`src/design/scrc_pkg.sv`:
```
// scrc_pkg: mode codes, constants and byte-wide crc update functions
// used by the selectable crc checksum block; no dependencies
package scrc_pkg;

	typedef enum logic [1:0] {
		MODE_CRC8  = 2'd0,
		MODE_CRC16 = 2'd1,
		MODE_CRC32 = 2'd2,
		MODE_NONE  = 2'd3
	} mode_t;

	localparam int unsigned CRC_W = 32;

	localparam logic [7:0]       CRC8_POLY  = 8'h07;
	localparam logic [15:0]      CRC16_POLY = 16'h1021;
	localparam logic [CRC_W-1:0] CRC32_POLY = 32'hEDB8_8320;
	localparam logic [CRC_W-1:0] CRC_INIT   = 32'hFFFF_FFFF;

	function automatic logic [7:0] crc8_step(input logic [7:0] crc, input logic [7:0] din);
		logic [7:0] c;
		c = crc ^ din;
		for (int b = 0; b < 8; b++) begin
			if (c[7])
				c = {c[6:0], 1'b0} ^ CRC8_POLY;
			else
				c = {c[6:0], 1'b0};
		end
		return c;
	endfunction

	function automatic logic [15:0] crc16_step(input logic [15:0] crc, input logic [7:0] din);
		logic [15:0] c;
		c = crc ^ {din, 8'h00};
		for (int b = 0; b < 8; b++) begin
			if (c[15])
				c = {c[14:0], 1'b0} ^ CRC16_POLY;
			else
				c = {c[14:0], 1'b0};
		end
		return c;
	endfunction

	function automatic logic [CRC_W-1:0] crc32_step(input logic [CRC_W-1:0] crc,
		input logic [7:0] din);
		logic [CRC_W-1:0] c;
		c = crc ^ {24'h00_0000, din};
		for (int b = 0; b < 8; b++) begin
			if (c[0])
				c = {1'b0, c[CRC_W-1:1]} ^ CRC32_POLY;
			else
				c = {1'b0, c[CRC_W-1:1]};
		end
		return c;
	endfunction

endpackage

```
`src/design/scrc_if.sv`:
```
// scrc_if: valid/ready stream interfaces for message bytes and checksums
// depends on nothing
interface scrc_in_if;
	logic       valid;
	logic       ready;
	logic [7:0] data_byte;
	logic       last_byte;

	modport source (output valid, output data_byte, output last_byte, input ready);
	modport sink (input valid, input data_byte, input last_byte, output ready);
endinterface

interface scrc_out_if;
	logic        valid;
	logic        ready;
	logic [31:0] checksum;

	modport source (output valid, output checksum, input ready);
	modport sink (input valid, input checksum, output ready);
endinterface

```
`src/design/scrc_update.sv`:
```
// scrc_update: one byte folded into the running crc for the selected mode,
// plus the finished checksum; uses scrc_pkg
module scrc_update (
	input  scrc_pkg::mode_t mode,
	input  logic [31:0]     crc,
	input  logic [7:0]      din,
	output logic [31:0]     crc_next,
	output logic [31:0]     result
);
	import scrc_pkg::*;

	logic [7:0]       c8;
	logic [15:0]      c16;
	logic [CRC_W-1:0] c32;

	assign c8  = crc8_step(crc[7:0], din);
	assign c16 = crc16_step(crc[15:0], din);
	assign c32 = crc32_step(crc, din);

	always_comb begin
		unique case (mode)
			MODE_CRC8: begin
				crc_next = {crc[31:8], c8};
				result   = {24'h00_0000, c8};
			end
			MODE_CRC16: begin
				crc_next = {crc[31:16], c16};
				result   = {16'h0000, c16};
			end
			MODE_CRC32: begin
				crc_next = c32;
				result   = ~c32;
			end
			MODE_NONE: begin
				crc_next = crc;
				result   = '0;
			end
		endcase
	end
endmodule

```
`src/design/scrc_out_stage.sv`:
```
// scrc_out_stage: result register holding a finished checksum until taken
// drives the output stream interface from scrc_if
module scrc_out_stage (
	input  logic        clk,
	input  logic        arst_n,
	input  logic        load,
	input  logic [31:0] load_data,
	output logic        free,
	scrc_out_if.source  out_ch
);
	logic        valid_q;
	logic [31:0] checksum_q;

	assign free = !valid_q || out_ch.ready;

	always_ff @(posedge clk or negedge arst_n) begin
		if (!arst_n) begin
			valid_q <= 1'b0;
		end else if (free) begin
			valid_q <= load;
		end
	end

	always_ff @(posedge clk) begin
		if (free && load) begin
			checksum_q <= load_data;
		end
	end

	assign out_ch.valid    = valid_q;
	assign out_ch.checksum = checksum_q;
endmodule

```
`src/design/selectable_crc_checksum.sv`:
```
// selectable_crc_checksum: top level of the crc8 / crc16 / crc32 engine
// uses scrc_pkg, scrc_if, scrc_update and scrc_out_stage
//
// usage:
//  - in_ch carries one message byte per item with last_byte marking the end
//    of the message; out_ch carries one 32-bit checksum per message
//  - cfg_wr_en / cfg_wr_data write the 2-bit mode (0 crc8, 1 crc16,
//    2 crc32, 3 gives zero); write it only while no message is in flight
//  - a byte is taken every cycle unless a last byte waits for a stalled out_ch;
//    it is registered, then folded into the running crc, and for a last byte
//    the checksum is loaded into the result register, where out_ch.valid rises
//  - the byte-wide crc update between the input and result registers sets
//    the rate of one item per cycle unless a last byte waits for out_ch
//  - reset clears all valid flags, loads the running crc with all ones and
//    selects crc32
//  - when out_ch stalls the result register holds; non-last bytes still
//    flow, a second last byte waits in the input register and in_ch.ready
//    drops only then
//  - the running crc is reloaded with all ones after each last byte
module selectable_crc_checksum (
	input  logic       clk,
	input  logic       arst_n,
	input  logic       cfg_wr_en,
	input  logic [1:0] cfg_wr_data,
	scrc_in_if.sink    in_ch,
	scrc_out_if.source out_ch
);
	import scrc_pkg::*;

	mode_t            mode_q;
	logic [CRC_W-1:0] crc_q;
	logic             valid_s1;
	logic [7:0]       data_s1;
	logic             last_s1;
	logic [CRC_W-1:0] crc_next;
	logic [CRC_W-1:0] result;
	logic             out_free;
	logic             advance;

	assign advance     = valid_s1 && (!last_s1 || out_free);
	assign in_ch.ready = !valid_s1 || advance;

	always_ff @(posedge clk or negedge arst_n) begin
		if (!arst_n) begin
			mode_q <= MODE_CRC32;
		end else if (cfg_wr_en) begin
			mode_q <= mode_t'(cfg_wr_data);
		end
	end

	always_ff @(posedge clk or negedge arst_n) begin
		if (!arst_n) begin
			valid_s1 <= 1'b0;
		end else if (in_ch.ready) begin
			valid_s1 <= in_ch.valid;
		end
	end

	always_ff @(posedge clk) begin
		if (in_ch.ready && in_ch.valid) begin
			data_s1 <= in_ch.data_byte;
			last_s1 <= in_ch.last_byte;
		end
	end

	always_ff @(posedge clk or negedge arst_n) begin
		if (!arst_n) begin
			crc_q <= CRC_INIT;
		end else if (advance) begin
			crc_q <= last_s1 ? CRC_INIT : crc_next;
		end
	end

	scrc_update u_update (
		.mode     (mode_q),
		.crc      (crc_q),
		.din      (data_s1),
		.crc_next (crc_next),
		.result   (result)
	);

	scrc_out_stage u_out (
		.clk       (clk),
		.arst_n    (arst_n),
		.load      (advance && last_s1),
		.load_data (result),
		.free      (out_free),
		.out_ch    (out_ch)
	);
endmodule

```
`src/flat_wrapper.sv`:
```
// flat-port wrapper written by rule: the top's interface ports become plain ports
module selectable_crc_checksum_flat import scrc_pkg::*;
  (clk, arst_n, cfg_wr_en, cfg_wr_data, in_ch_valid, in_ch_data_byte, in_ch_last_byte, in_ch_ready, out_ch_valid, out_ch_checksum, out_ch_ready);
  scrc_in_if in_ch_i ();
  scrc_out_if out_ch_i ();
  input  logic clk;
  input  logic arst_n;
  input  logic cfg_wr_en;
  input  logic [1:0] cfg_wr_data;
  input wire logic [$bits(in_ch_i.valid)-1:0] in_ch_valid;
  input wire logic [$bits(in_ch_i.data_byte)-1:0] in_ch_data_byte;
  input wire logic [$bits(in_ch_i.last_byte)-1:0] in_ch_last_byte;
  output wire logic [$bits(in_ch_i.ready)-1:0] in_ch_ready;
  output wire logic [$bits(out_ch_i.valid)-1:0] out_ch_valid;
  output wire logic [$bits(out_ch_i.checksum)-1:0] out_ch_checksum;
  input wire logic [$bits(out_ch_i.ready)-1:0] out_ch_ready;
  assign in_ch_i.valid = in_ch_valid;
  assign in_ch_i.data_byte = in_ch_data_byte;
  assign in_ch_i.last_byte = in_ch_last_byte;
  assign in_ch_ready = in_ch_i.ready;
  assign out_ch_valid = out_ch_i.valid;
  assign out_ch_checksum = out_ch_i.checksum;
  assign out_ch_i.ready = out_ch_ready;
  selectable_crc_checksum u_core (.clk(clk), .arst_n(arst_n), .cfg_wr_en(cfg_wr_en), .cfg_wr_data(cfg_wr_data), .in_ch(in_ch_i), .out_ch(out_ch_i));
endmodule
```
`config.mk`:
```
export PLATFORM = sky130hd
export DESIGN_NAME = selectable_crc_checksum_flat
export DESIGN_NICKNAME = d
export VERILOG_FILES = /design/src/design/scrc_pkg.sv /design/src/design/scrc_if.sv /design/src/design/scrc_update.sv /design/src/design/scrc_out_stage.sv /design/src/design/selectable_crc_checksum.sv /design/src/flat_wrapper.sv
export SDC_FILE = /design/constraint.sdc
export NUM_CORES = 1
export LEC_CHECK = 0
export ABC_AREA = 1
export CORE_MARGIN = 2
export CORE_UTILIZATION = 30
export DETAILED_ROUTE_END_ITERATION = 7
export DONT_BUFFER_PORTS = 1
export GPL_ROUTABILITY_DRIVEN = 1
export HOLD_SLACK_MARGIN = 0.06
export PLACE_DENSITY = 0.46
export SETUP_SLACK_MARGIN = 0.1
export SLEW_MARGIN = 40
export SYNTH_ARGS = -nofsm -noshare
export SYNTH_HDL_FRONTEND = slang
export SYNTH_HIERARCHICAL = 1
export SYNTH_SLANG_ARGS = --single-unit
export TNS_END_PERCENT = 5
```
`constraint.sdc`:
```
create_clock -name clk -period 3.7 [get_ports clk]
set_input_delay 0.37 -clock clk [delete_from_list [all_inputs] [get_ports clk]]
set_output_delay 0.37 -clock clk [all_outputs]
set_load 0.01 [all_outputs]
```
[Yosys cells after proc, flatten, opt, wreduce, memory -nomap -nowiden]
Cells that the tools add are included.
Storage, ports and cells
  flip-flop bits (word level): 77
  bits of input ports: 16
  output and inout bits: 34
  logic and storage cells: 84
Cells by class
  reduce and logical (&&, ||, !) cells: 14
  equal/unequal tests: 6
  multiplexer cells: 27
  bitwise operators: 28
Operator list (number)
  32-bit two-way mux: 9
  32-bit case mux with 4 select lines: 1
  13-bit inverter with 14-bit output: 8
  13-bit two-way mux: 8
  32-bit case mux with 3 select lines: 1
  3-bit inverter: 16
  32-bit inverter: 1
  32-bit by 8-bit bitwise XOR with 32-bit output: 1
  3-bit two-way mux: 8
  16-bit bitwise XOR: 1
  8-bit bitwise XOR: 1
  2-bit by 1-bit inequality test with 1-bit output, second input constant: 3
  2-bit == test, second input constant: 2
  1-bit logical AND: 4
  4-bit AND reduction: 1
  1-bit logical NOT: 3
  1-bit logical OR: 3
  3-bit AND reduction: 1
  2-bit by 1-bit == test with 1-bit output, second input constant: 1
  2-bit logical NOT: 1
  2-bit AND reduction: 1

[Longest topological paths before layout]
  word-level depth: 19
  depth in mapped cells: 17
  gate-level depth less buffers: 16

[Hierarchy]
Netlist, hierarchy kept.
By module, submodules not included
  scrc_update: instances 1, seq. area each 0.0 µm², cells an instance 497, area an instance 2522.4 µm²
  selectable_crc_checksum: instances 1, seq. area each 1187.4 µm², cells an instance 233, area an instance 1986.9 µm²
  scrc_out_stage: instances 1, seq. area each 985.9 µm², cells an instance 38, area an instance 1006.0 µm²

[Worst setup path before layout]
Ideal clock, no wire load.
  kind: reg-to-reg
  start point: register u_core.valid_s1
  end point: register u_core.u_out.checksum_q[0] (netlist: u_core/u_out/out_ch.checksum[0]) (enable)
  path buffers: 2
  period minus slack after synthesis: 2.852 ns
  slack: 0.848 ns
  cell stages (with the launch flop): 7
  library setup time: 0.432 ns
  arrival: 2.420 ns
  required time: 3.268 ns
  cells stage by stage: dfrtp_1 -> buf_2 -> buf_2 -> nand3_1 -> inv_1 -> inv_1 -> a21oi_1
On the way
  longest elaborated chain between the ends: 3
Ends and longest elaborated chain
  start, declared: line selectable_crc_checksum.sv:32  | logic valid_s1;
  start signal, assigned: line selectable_crc_checksum.sv:55  | valid_s1 <= in_ch.valid;
  1-bit logical AND: line selectable_crc_checksum.sv:40  | assign advance = valid_s1 && (!last_s1 || out_free);
  1-bit logical AND: line selectable_crc_checksum.sv:85  | .load (advance && last_s1),
  1-bit logical AND: line scrc_out_stage.sv:25  | if (free && load) begin
  end signal, assigned: line scrc_out_stage.sv:26  | checksum_q <= load_data;
  end, declared: line scrc_out_stage.sv:12  | logic [31:0] checksum_q;
No other way between the ends.
A chain may end at the register's enable or synchronous reset.

[Worst setup path after layout]
  start point: register u_core.mode_q[1]
  end point: register u_core.crc_q[0]
On the way
  longest elaborated chain between the ends: 3
  elaborated cells between the ends (all ways): 8
  classes of those cells: eq/ne (4); mux (2); reduce/logical (2)
Ends and longest elaborated chain
  start, declared: line selectable_crc_checksum.sv:30  | mode_t mode_q;
  start signal, assigned: line selectable_crc_checksum.sv:47  | mode_q <= mode_t'(cfg_wr_data);
  2-bit == test, or another cell as far along: line scrc_update.sv:21  | unique case (mode)
  32-bit case mux with 3 select lines (*): line scrc_update.sv:21
  net u_core.crc_next[0]: line selectable_crc_checksum.sv:35  | logic [CRC_W-1:0] crc_next;
  32-bit two-way mux (*): line selectable_crc_checksum.sv:70  | crc_q <= last_s1 ? CRC_INIT : crc_next;
  end signal, assigned: line selectable_crc_checksum.sv:70
  end, declared: line selectable_crc_checksum.sv:31  | logic [CRC_W-1:0] crc_q;
The timed path passes the listed nets; every way through them passes the cells marked *. The select of a mux whose other input is x is not followed.

==> impl_results.md <==
- Syn-to-layout area delta: 9.91%
- Core Box Area: 18000 um^2
- Sequential share of the synthesized area: 0.394
- CTS buffer count: 9
- Distinct cells, synth: 36
- Dpl hpwl: 11800 um
- Hold endpoint: u_core/mode_q[1]
- Final Critical Period: 2300 ps
- Critical-path top delay cell: clkinv_1
- Fill cell count: 1964
- Main flop type after synthesis: edfxtp_1
- Die span in y: 140 um
- RSZ-0062 raised after global routing: false
- Depth of the most critical reg-to-reg path: 8
- Synth top area cells: edfxtp_1 (22%), nand2_1 (21%), dfstp_2 (16%), nand3_1 (8.4%), inv_1 (6.6%)
- Largest stage delay on the critical path: 650 ps
- Worst path required time: 3990 ps
- Final worst path period share: 0.621
- Yosys top cell by area: edfxtp_1
- NumNets Final: 781
- Layout cells sized above 1: 0.155
- Fin Setup TNS: 0 ps
- Min-delay worst type: in -> reg
- Final Hold Vio Count: 0
- Synth Register Bits: 77
- Clock root buffer master: clkbuf_16
- GRT Util Overall: 0.173
- Most frequent cells in the layout: nand2_1 (315), inv_1 (97), nand3_1 (93)
- DRT antenna net count: 0
- Max cap viols: 0
- Antenna violations before repair: 0
- Mapped Cells: 768
- FF-to-FF Start: u_core/mode_q[1]
- Outcome: completed
- Routed WL per cell: 16.4 um
- Starting density of the core: 0.306
- Antenna Cells: 0
- FFs w/ async S/R, synth: 0.468
- First-pass GRT wire length: 25700 um
- Routed wire length: 16400 um
- Via Count: 4638
- Slew HR: 0.444
- DRC viols: 0
- Commonest non-fill, non-tap cell in the layout: nand2_1
- Vias in the first global route: 4342
- I/O pins: 50
- Drt pass-1 iters: 5
- WP data arrival: 2590 ps
- CP Launch Type: flop
- Clk sinks: 77
- EDFF count, synth: 41
- Reg clk slew, reported paths: 60 ps
- YS warnings: 6
- GR Overflow Total: 0
- Post-CTS setup buffer count: 0
- Reg-to-reg endpoint: u_core/crc_q[0]
- Fmax: 0.435 GHz
- TritonCTS clock tree: yes
- Die extent in x: 140 um
- Area of the mapped netlist: 5520 um^2
- Syn Area/Cell: 7.18 um^2
- Lkg Pwr: 0.00306 uW
- Worst Skew: 7.73 ps
- PortBufs: 0
- Largest delay share family, worst path: buffers and inverters
- Setup CP Type: reg -> reg
- Drt first-iter violations: 311
- Clock Latency Late Sink: 350 ps
- Avg Vias per Cell: 4.64
- Fin. max-slew vios: 0
- Longest Clk Path Bufs: 2
- Syn nets: 784
- Largest net degree at the start of global routing: 49
- Share of Yosys cell area claimed by the top area cell type: 0.223
- Critical path fanouts, max: 19
- Reg2reg setup slack: 1400 ps
- VDD IR max: 0.217 mV
- Hold path depth: 1
- Pwr per Cell Area: 650 nW/um^2
- Hold path start: cfg_wr_en
- Row cnt: 49
- GPL Wtd Cong: 0.862
- Final setup fails: 0
- Hold Slack: 99.2 ps
- H-tree depth: 3
- Worst Path Buf+Inv: 3
- Critical Path, Cell by Cell: inv_1 > nor2_4 > clkinv_1 > o2111ai_1 > inv_1 > nand2_1 > nand3_1 > nand2_1
- Actual transition at the worst max-transition pin: 829 ps
- Die ar.: 19500 um^2
- Crit. End Element: flop
## power breakdown
part           internal (uW)  switching [uW]
combinational            568            1170
clock                    541             361
sequential              1140             168
total                   2250            1700
## Yosys cell counts (2+ instances only)
master,instances
nand2_2,23
inv_1,97
nand3_1,93
nand2_1,315
xor2_2,6
a21oi_2,2
buf_2,12
nand2_4,7
clkbuf_1,3
or2_2,5
a21oi_1,5
nand4_1,4
o211ai_1,7
xnor2_1,13
o21ai_0,7
buf_6,4
nor2_1,18
or2_1,2
nand3_2,5
xor2_1,32
o21ai_1,8
dfstp_2,33
dfrtp_1,3
inv_2,10
buf_1,2
nor2_2,2
edfxtp_1,41
## through the flow
| step | util | worst slack, ps | instance area, um^2 | power [uW] | instances |
|---|---|---|---|---|---|
| after CTS | 0.336 | 1390 | 6060 | 3970 | 999 |
| after detailed placement | 0.318 | 1410 | 5740 | 3030 | 981 |
| after global routing | 0.336 | 1290 | 6060 | 4240 | 999 |
| final | 0.336 | 1400 | 6060 | 3940 | 999 |
| after global placement | 0.317 | 1430 | 5710 | 3030 | 979 |
| after floorplan | - | 848 | 5520 | 2600 | 768 |
## how the worst max path moves through the flow
| stage | start | endpoint | slack [ps] | cells after the start |
|---|---|---|---|---|
| floorplan | u_core/valid_s1 | u_core/u_out/out_ch.checksum[0] | 850 | 6 |
| global placement | u_core/mode_q[1] | u_core/crc_q[0] | 1430 | 8 |
| detailed placement | u_core/mode_q[1] | u_core/crc_q[0] | 1410 | 8 |
| CTS | u_core/mode_q[1] | u_core/crc_q[0] | 1390 | 8 |
| global route | u_core/mode_q[1] | u_core/crc_q[0] | 1290 | 8 |
| finish | u_core/mode_q[1] | u_core/crc_q[0] | 1400 | 8 |
## flip-flops by register name, summed over array words and instances, names as in the netlist
register                      flops
u_core/valid_s1                   1
u_core/mode_q                     2
u_core/data_s1                    8
u_core/u_out/out_ch.checksum     32
u_core/u_out/out_ch.valid         1
u_core/crc_q                     32
u_core/last_s1                    1
## worst register-to-register path: stages (launching register included)
cell and delay, ps:
dfstp_2 570, inv_1 70, nor2_4 80, clkinv_1 650
o2111ai_1 550, inv_1 80, nand2_1 70, nand3_1 70
nand2_1 100
## kinds of logic (layout without fill, tap and decap cells)
kind of cell	after synthesis	after routing	share of synthesized area
flip-flops	77	77	0.394
XOR/XNOR	52	52	0.0921
AND/OR/NAND/NOR	475	475	0.376
buffers and inverters	131	133	0.101
AO/OA/AOI/OAI	33	33	0.0368
## layout make-up
type | count | area (um^2) | share of cell area
inverters | 109 | 412 | 0.0679
clock buffers | 12 | 246 | 0.0407
clock inverters | 4 | 48.8 | 0.00805
repair buffers | 8 | 90.1 | 0.0149
flip-flops and latches | 77 | 2170 | 0.359
multi-input cells | 560 | 2810 | 0.463
well taps | 229 | 287 | 0.0473
## what timing repair did
item                                    4_1_cts  5_1_grt
gates resized for setup                       0        0
endpoints found under the hold margin        36        0
endpoints found under the setup margin        0        0
hold buffers                                  2        0
## layer usage
metal / up-vias / track usage / share of wire
li1: 2371 / - / -
met1: 2142 / 0.242 / 0.49
met2: 110 / 0.270 / 0.45
met3: 15 / 0.0396 / 0.050
met4: 0 / 0.0474 / 0.014
met5: - / 0 / 0
Note: power is estimated with default switching activity, not from simulation.
